**config.mk**
```make
export PLATFORM = sky130hd
export DESIGN_NAME = cbrp_ctrl
export DESIGN_NICKNAME = d
export VERILOG_FILES = /design/src/rtl/cbrp_pkg.sv /design/src/rtl/cbrp_ctrl.sv
export SDC_FILE = /design/constraint.sdc
export NUM_CORES = 1
export LEC_CHECK = 0
export ABC_AREA = 1
export BUFFER_PORTS_ARGS = -buffer_cell sky130_fd_sc_hd__buf_2
export CORE_AREA = 2 2 39 41
export DETAILED_ROUTE_END_ITERATION = 7
export DIE_AREA = 0 0 41 43
export SYNTH_ARGS = -nofsm -noshare
export SYNTH_HDL_FRONTEND = slang
export SYNTH_SLANG_ARGS = --single-unit
```
**constraint.sdc**
```tcl
create_clock -name clock -period 1.13 [get_ports clock]
set_clock_uncertainty 0.2 [all_clocks]
set_input_delay 0.226 -clock clock [delete_from_list [all_inputs] [get_ports clock]]
set_output_delay 0.226 -clock clock [all_outputs]
set_load 0.02 [all_outputs]
```
**src/rtl/cbrp_pkg.sv**
```systemverilog
// Package for the camera bridge register files and packetizer.
// Types, codes, register default tables and packet constants; no dependencies.
`default_nettype none

package cbrp_pkg;

   localparam int unsigned REG_COUNT = 256;
   localparam int unsigned IDX_W     = 8;

   // bridge registers involved in sensor transfers
   localparam logic [7:0] XFER_DST_IDX  = 8'h42;
   localparam logic [7:0] XFER_SRC_IDX  = 8'h43;
   localparam logic [7:0] XFER_DATA_IDX = 8'h45;
   localparam logic [7:0] XFER_CTRL_IDX = 8'h47;
   localparam logic [7:0] XFER_PUT      = 8'h01;
   localparam logic [7:0] XFER_GET      = 8'h05;

   localparam int unsigned HDR_BYTES     = 16;
   localparam logic [15:0] FOOTER_STATE  = 16'd25;
   localparam logic [15:0] REARM_STATE   = 16'd30;

   typedef enum logic [1:0] {
      OP_WRITE  = 2'd0,
      OP_READ   = 2'd1,
      OP_TOKEN  = 2'd2,
      OP_UNUSED = 2'd3
   } op_type;

   typedef enum logic [2:0] {
      KIND_CTRL   = 3'd0,
      KIND_HEADER = 3'd1,
      KIND_DATA   = 3'd2,
      KIND_FOOTER = 3'd3,
      KIND_NAK    = 3'd4
   } kind_type;

   typedef enum logic [1:0] {
      RD_SEL_REQ = 2'd0,
      RD_SEL_DST = 2'd1,
      RD_SEL_SRC = 2'd2
   } rd_sel_type;

   typedef enum logic [2:0] {
      S_IDLE,
      S_DISPATCH,
      S_RD_RSP,
      S_PUT_WR,
      S_GET_RD,
      S_GET_WR,
      S_FINISH
   } state_type;

   typedef struct packed {
      logic [1:0]  operation;
      logic [7:0]  reg_index;
      logic [7:0]  write_data;
      logic [15:0] read_length;
      logic [17:0] frame_size;
   } req_type;

   typedef struct packed {
      logic [7:0]  read_data;
      logic [15:0] byte_count;
      logic [2:0]  packet_kind;
      logic [17:0] data_offset;
      logic [9:0]  data_count;
   } rsp_type;

   typedef struct packed {
      logic       capture;
      logic       br_rd;
      rd_sel_type br_rd_sel;
      logic       sn_rd;
      logic       sn_wr;
      logic       br_wr_fetch;
      logic       br_wr_req;
      logic       token_step;
      logic       rsp_load;
   } cmd_type;

   typedef struct packed {
      op_type op;
      logic   xfer_put;
      logic   xfer_get;
   } status_type;

   localparam logic [7:0] BRIDGE_INIT [REG_COUNT] = '{
      8'hc0,8'h00,8'ha8,8'h00,8'h00,8'h00,8'h00,8'h00,8'h00,8'h00,8'h00,8'h01,8'h00,8'h00,8'h00,8'h00,
      8'h14,8'h1e,8'h00,8'h00,8'h00,8'h00,8'h00,8'h40,8'h00,8'h00,8'h00,8'h44,8'h00,8'h00,8'h00,8'h00,
      8'h00,8'h08,8'h98,8'hff,8'h00,8'h03,8'h00,8'h00,8'h1e,8'h01,8'hf1,8'h00,8'h01,8'h00,8'h00,8'h00,
      8'hff,8'hff,8'hff,8'hff,8'h50,8'h51,8'h52,8'h01,8'h00,8'h00,8'h00,8'h00,8'h00,8'h00,8'h00,8'h00,
      8'h00,8'h00,8'h00,8'h00,8'h00,8'h00,8'h00,8'h05,8'h3b,8'h00,8'h00,8'h00,8'h00,8'h00,8'h00,8'h00,
      8'h00,8'h00,8'h00,8'hff,8'h00,8'h01,8'h00,8'h21,8'h00,8'h02,8'h6d,8'h0e,8'h00,8'h02,8'h00,8'h11,
      8'h00,8'h00,8'h0f,8'h00,8'h00,8'h00,8'h00,8'h00,8'h05,8'h04,8'h01,8'h00,8'h00,8'h00,8'h00,8'h00,
      8'hb4,8'h00,8'hff,8'h00,8'hff,8'h00,8'h00,8'hff,8'h03,8'h03,8'hfc,8'h00,8'hff,8'h00,8'h00,8'hff,
      8'h00,8'h00,8'hff,8'h00,8'hff,8'h00,8'h00,8'hff,8'h00,8'h00,8'h00,8'h00,8'h7f,8'h00,8'h00,8'h00,
      8'h00,8'h00,8'h00,8'h00,8'h00,8'h00,8'h00,8'h00,8'h00,8'h00,8'h00,8'h00,8'h00,8'h00,8'h00,8'h00,
      8'h33,8'h04,8'h40,8'h40,8'h0c,8'h3f,8'h00,8'h00,8'h00,8'h20,8'h00,8'h00,8'h00,8'h00,8'h00,8'h00,
      8'h00,8'h0a,8'h0f,8'h1e,8'h2d,8'hff,8'h00,8'hff,8'h00,8'hff,8'h00,8'h00,8'h00,8'h00,8'h00,8'h00,
      8'h00,8'h01,8'h02,8'h03,8'h00,8'h05,8'h02,8'h07,8'h00,8'h09,8'h02,8'h0b,8'h00,8'h0d,8'h02,8'h0f,
      8'h00,8'h11,8'h02,8'h13,8'h00,8'h15,8'h02,8'h17,8'h00,8'h19,8'h02,8'h1b,8'h00,8'h1d,8'h02,8'h1f,
      8'h50,8'h64,8'h82,8'h96,8'h82,8'h81,8'h00,8'h01,8'h02,8'h00,8'h10,8'h00,8'h00,8'h00,8'h00,8'h00,
      8'h20,8'h40,8'h60,8'h80,8'ha0,8'hc0,8'he0,8'h00,8'h00,8'h00,8'h00,8'h00,8'h00,8'h00,8'h00,8'h00
   };

   localparam logic [7:0] SENSOR_INIT [REG_COUNT] = '{
      8'h00,8'h84,8'h84,8'h84,8'h34,8'h3e,8'h80,8'h8c,8'h00,8'h00,8'h76,8'h48,8'h7b,8'h5b,8'h00,8'h98,
      8'h57,8'h00,8'h14,8'ha3,8'h04,8'h00,8'h00,8'h1a,8'hba,8'h03,8'hf3,8'h00,8'h7f,8'ha2,8'h00,8'h01,
      8'hc0,8'h80,8'h80,8'hde,8'h10,8'h8a,8'ha2,8'he2,8'h20,8'h00,8'h00,8'h00,8'h88,8'h81,8'h00,8'h94,
      8'h40,8'ha0,8'hc0,8'h16,8'h16,8'h00,8'h00,8'h82,8'h00,8'h00,8'h00,8'h00,8'h00,8'h01,8'h01,8'h01,
      8'h01,8'h01,8'h01,8'h00,8'h00,8'h00,8'h00,8'h00,8'h01,8'h01,8'h00,8'h00,8'h00,8'h00,8'h00,8'h01,
      8'h01,8'h00,8'h00,8'h00,8'h00,8'h00,8'h00,8'h00,8'h00,8'h00,8'h00,8'h00,8'h00,8'h00,8'hca,8'h00,
      8'h06,8'he0,8'h88,8'h11,8'h89,8'h02,8'h55,8'h01,8'h7a,8'h04,8'h00,8'h00,8'h11,8'h01,8'h06,8'h00,
      8'h01,8'h00,8'h10,8'h50,8'h20,8'h02,8'h00,8'hf3,8'h80,8'h80,8'h80,8'h00,8'h00,8'h47,8'h27,8'h8a,
      8'h83,8'h00,8'h00,8'h00,8'h00,8'h00,8'h00,8'h00,8'h00,8'h00,8'h00,8'h00,8'h00,8'h00,8'h00,8'h00,
      8'h00,8'h00,8'h00,8'h01,8'h01,8'h01,8'h01,8'h83,8'h00,8'h00,8'h00,8'h00,8'h00,8'h00,8'h1f,8'h1f,
      8'h00,8'h00,8'h00,8'h00,8'h00,8'h00,8'h00,8'h00,8'h01,8'h01,8'h01,8'h01,8'h01,8'h01,8'h01,8'h01,
      8'h01,8'h01,8'h01,8'h01,8'h01,8'h01,8'h01,8'h01,8'h01,8'h01,8'h00,8'h00,8'h00,8'h00,8'h82,8'h00,
      8'h01,8'h01,8'h01,8'h01,8'h01,8'h01,8'h01,8'h01,8'h01,8'h01,8'h01,8'h01,8'h01,8'h01,8'h01,8'h01,
      8'h01,8'h01,8'h01,8'h01,8'h01,8'h01,8'h00,8'h7e,8'h00,8'h00,8'h00,8'h00,8'h01,8'h01,8'h01,8'h01,
      8'h01,8'h00,8'h00,8'h00,8'h00,8'h00,8'h00,8'h00,8'h00,8'h83,8'h00,8'h00,8'h00,8'h00,8'h00,8'h00,
      8'h75,8'h75,8'h00,8'h00,8'h00,8'h00,8'h00,8'h00,8'h00,8'h00,8'h00,8'h00,8'h00,8'h00,8'h00,8'h00
   };

endpackage

`default_nettype wire

```
**src/rtl/cbrp_ctrl.sv**
```systemverilog
// Sequencer for the camera bridge: one request at a time, issues datapath commands.
// Depends on cbrp_pkg.
`default_nettype none

module cbrp_ctrl
   import cbrp_pkg::*;
(
   input  wire logic       clock,
   input  wire logic       reset,
   input  wire logic       start,
   input  wire status_type status,
   output logic            busy,
   output cmd_type         cmd
);

   state_type state_ff, state_in;

   always_ff @(posedge clock) begin
      if (reset) begin
         state_ff <= S_IDLE;
      end else begin
         state_ff <= state_in;
      end
   end

   always_comb begin
      state_in = state_ff;
      cmd      = '0;
      busy     = (state_ff != S_IDLE);
      case (state_ff)
         S_IDLE: begin
            if (start) begin
               cmd.capture = 1'b1;
               state_in    = S_DISPATCH;
            end
         end
         S_DISPATCH: begin
            case (status.op)
               OP_WRITE: begin
                  if (status.xfer_put) begin
                     cmd.br_rd     = 1'b1;
                     cmd.br_rd_sel = RD_SEL_DST;
                     state_in      = S_PUT_WR;
                  end else if (status.xfer_get) begin
                     cmd.br_rd     = 1'b1;
                     cmd.br_rd_sel = RD_SEL_SRC;
                     state_in      = S_GET_RD;
                  end else begin
                     cmd.br_wr_req = 1'b1;
                     cmd.rsp_load  = 1'b1;
                     state_in      = S_IDLE;
                  end
               end
               OP_READ: begin
                  cmd.br_rd     = 1'b1;
                  cmd.br_rd_sel = RD_SEL_REQ;
                  state_in      = S_RD_RSP;
               end
               OP_TOKEN: begin
                  cmd.token_step = 1'b1;
                  cmd.rsp_load   = 1'b1;
                  state_in       = S_IDLE;
               end
               default: begin
                  cmd.rsp_load = 1'b1;
                  state_in     = S_IDLE;
               end
            endcase
         end
         S_RD_RSP: begin
            cmd.rsp_load = 1'b1;
            state_in     = S_IDLE;
         end
         S_PUT_WR: begin
            cmd.sn_wr = 1'b1;
            state_in  = S_FINISH;
         end
         S_GET_RD: begin
            cmd.sn_rd = 1'b1;
            state_in  = S_GET_WR;
         end
         S_GET_WR: begin
            cmd.br_wr_fetch = 1'b1;
            state_in        = S_FINISH;
         end
         S_FINISH: begin
            cmd.br_wr_req = 1'b1;
            cmd.rsp_load  = 1'b1;
            state_in      = S_IDLE;
         end
         default: begin
            state_in = S_IDLE;
         end
      endcase
   end

endmodule

`default_nettype wire

```
# Yosys cells after proc, flatten, opt, wreduce, memory -nomap -nowiden
# Cells that the tools add are included.
dict set report totals {
  register_bits 3
  inputBits 7
  out_inout_bits 11
  elab_cells 37
}
dict set report classes {
  eq_ne 9
  mux 22
  n_reduce_logical 5
}
# operator count
set op_table {}
lappend op_table {{3-bit two-way mux} 6}
lappend op_table {{3-bit one-hot mux with 2 select lines} 2}
lappend op_table {{3-bit one-hot mux with 4 select lines} 1}
lappend op_table {{1-bit two-way mux} 10}
lappend op_table {{3-bit == test (second input constant)} 3}
lappend op_table {{3-bit by 2-bit == test with 1-bit output (second input constant)} 2}
lappend op_table {{1-bit one-hot mux with 2 select lines} 3}
lappend op_table {{2-bit OR reduction} 2}
lappend op_table {{3-bit by 1-bit == test with 1-bit output (second input constant)} 1}
lappend op_table {{3-bit logical NOT} 1}
lappend op_table {{3-bit nonzero test} 1}
lappend op_table {{2-bit by 1-bit == test with 1-bit output (second input constant)} 1}
lappend op_table {{2-bit == test (second input constant)} 1}
lappend op_table {{2-bit logical NOT} 1}
lappend op_table {{2-bit != test (second input constant)} 1}

# Longest topological paths before layout
dict set report logic_depth {
  depth_word 4
  ltp_mapped 6
  ltp_nobuf 6
}

# Least setup slack after synthesis
# Ideal clock, no wire load.
dict set report synth_timing {
  path_type {register to output}
  from {reg state_ff[0]}
  to {out cmd[1] (netlist bit)}
  t_arrival_ps 1049
  required_time_ps 704
  path_slack_ps -345
  stages_incl_launch_ff 3
  n_path_buf 0
  path_cell_list {dfxtp_1 -> nand3_2 -> nor3_1}
}
# element line_no
set synth_lines {}
lappend synth_lines {{from (decl)} cbrp_ctrl.sv:16} ;# state_type state_ff, state_in;
lappend synth_lines {{from (signal assigned)} cbrp_ctrl.sv:22} ;# state_ff <= state_in;
lappend synth_lines {{to (decl)} cbrp_ctrl.sv:13} ;# output cmd_type cmd

==> reports/qor.csv <==
metric,value,unit
worst setup path class,reg2out,
Vias/cell,4.18,
Post-Syn Area,265,um2
most area-hungry cell type in the Yosys netlist,dfxtp_1,
GPL Wtd Cong,0.765,
# diodes,0,
most frequent cells in the layout,"buf_4 (14), buf_6 (13)",
Max IR drop VDD,0.000388,V
Starting DRT DRC Count,2,
yosys warns,0,
Filler cells,140,
setup violators final,14,
"top cells by area, synth","dfxtp_1 (23%), nor2_1 (17%), nand2_1 (16%), inv_1 (9.9%), nand3_1 (7.5%)",
"Seq/Total Area, Yosys",22.6,%
worst path cell trace,inv_4 > nand3_4 > o21ai_4 > buf_6,
Buf/Inv on CP,2,
Initial DRT Pass Iterations,2,
Syn-to-layout area delta,178,%
Mapped Cells,49,
slew margin rel.,79.8,%
syn_nets,56,
RSZ-0062 raised after global routing,true,
Die Area,1760,um2
fmax,0.644,GHz
CP endpoint kind,output pin,
Final ANT Viol Nets,0,
Largest regs,state_ff x3,
clk buf depth,2,
HP Class,in2reg,
DP Area,557,um2
PwrDens,835,nW/um2
gr usage total,14.3,%
Post-Route WL,968,um
post-layout net count,95,
min Tclk post-route,1.55,ns
setup TNS,-4.31,ns
total number of vias,431,
Clock transition at path regs,0.04,ns
Final Cell Area,738,um2
"slowest stage cell, crit path",dfxtp_4,
Chip Width,41,um
grt total ovfl,0,
status,"complete, but fails checks",
DP Cell Count,95,
critical path's largest stage delay,0.36,ns
cts bufs inserted,3,
"Hold Violations, Final",0,
Row Count,14,
post-route insts no fill,103,
vias in the first global route,435,
CTS tree,built,
Starting Density,19.2,%
"Arr. time, crit path",1.13,ns
I/O Buffers,17,
max reg flops,3,
syn avg cell area,5.41,um2
chip height,43,um
failing checks,setup timing,
Worst-Margin Slew,0.302,ns
fin crit share,137,%
placed wire-length estimate,732,um
initial antenna violation count,0,
CP Launch Type,flip-flop,
Unique masters post-synth,14,
later-pin clock latency in the skew report,0.23,ns
Root Driver,clkbuf_4,
"commonest non-fill, non-tap cell in the layout",buf_4,
clock sink total,3,
Static Leak,0.350,nW
CP required,0.70,ns
global-route wire length before repair,1730,um
max cap viols,0,
register bit total from synthesis,3,
H-tree levels,1,
pin count of the biggest net entering global routing,6,
final worst setup slack,-0.422,ns
DR WL/cell,9.40,um
Synth top area share,22.6,%
critical path's top delay family,flip-flops,
maximum fanout along the worst path,5,
I/O pin total,18,
DRC viols,0,
largest register by flop count,state_ff,
share of cells above drive strength 1,74.7,%
core area,1380,um2
final-report max-slew violation count,0,
==> final cells by class <==
cell class | instances | area, um2 | area share [%]
Multi-Input combinational cell | 37 | 293 | 39.7
Inverter | 9 | 38.8 | 5.25
Sequential cell | 3 | 68.8 | 9.32
Tap cell | 16 | 20.0 | 2.71
Timing Repair Buffer | 34 | 292 | 39.5
Clock buffer | 4 | 26.3 | 3.56
==> per-stage QoR <==
step | setup slack (ns) | utilization [%] | hold WS [ns] | total power [mW]
floorplan | -0.140 | - | 0.0877 | 0.273
global placement | -0.249 | 40.2 | 0.218 | 0.355
detailed placement | -0.291 | 40.2 | 0.217 | 0.358
CTS | -0.423 | 51.0 | 0.188 | 0.605
global route | -0.485 | 53.3 | 0.256 | 0.665
finish | -0.422 | 53.3 | 0.206 | 0.616
==> path summary, 6_finish.rpt <==
check	startpoint	endpoint	slack [ns]	cells past startpoint
hold / removal	start	state_ff[0]$_SDFFE_PP0P_	0.21	5
setup reg to reg	state_ff[1]$_SDFFE_PP0P_	state_ff[2]$_SDFFE_PP0P_	-0.13	7
setup / recovery	state_ff[1]$_SDFFE_PP0P_	cmd[8]	-0.42	4
hold reg to reg	state_ff[1]$_SDFFE_PP0P_	state_ff[1]$_SDFFE_PP0P_	0.51	4
==> metal layers <==
metal	GRT usage, %	up-vias	wire, um
met3	3.14	2	31
met2	20.6	11	525
met4	8.00	0	9
li1	-	227	-
met5	0	-	0
met1	18.7	191	402
==> timing repair <==
action                     4_1_cts  5_1_grt
setup buffers                    1        4
hold endpoints to repair         2        0
setup endpoints to repair       14       14
resized for setup               34        5
pin swaps                        6        8
hold buffers                     1        0
==> logic make-up after synthesis <==
| family | after synthesis | synth area share [%] |
|---|---|---|
| AO/OA/AOI/OAI | 5 | 9.90 |
| AND/OR/NAND/NOR | 32 | 54.7 |
| flip-flops | 3 | 22.6 |
| buffers and inverters | 9 | 12.7 |
==> tightest hold or removal path, stage by stage <==
cell,delay [ns]
buf_2,0.09
o21ai_0,0.07
nand2_1,0.07
nand2_1,0.06
nor2_2,0.09
==> power by group <==
group | internal [mW] | leakage [nW] | switching (mW)
logic | 0.146 | 0.309 | 0.153
clock network | 0.132 | 0.0150 | 0.0545
registers | 0.114 | 0.0264 | 0.0165
==> cell usage after synthesis, drive strengths merged <==
cell and instances:
nor2 15, nand3 5, o21ai 3, a21oi 1
nand2 11, nor3 1, dfxtp 3, o22ai 1
inv 9
No activity file was read; power rests on OpenSTA's default activity.
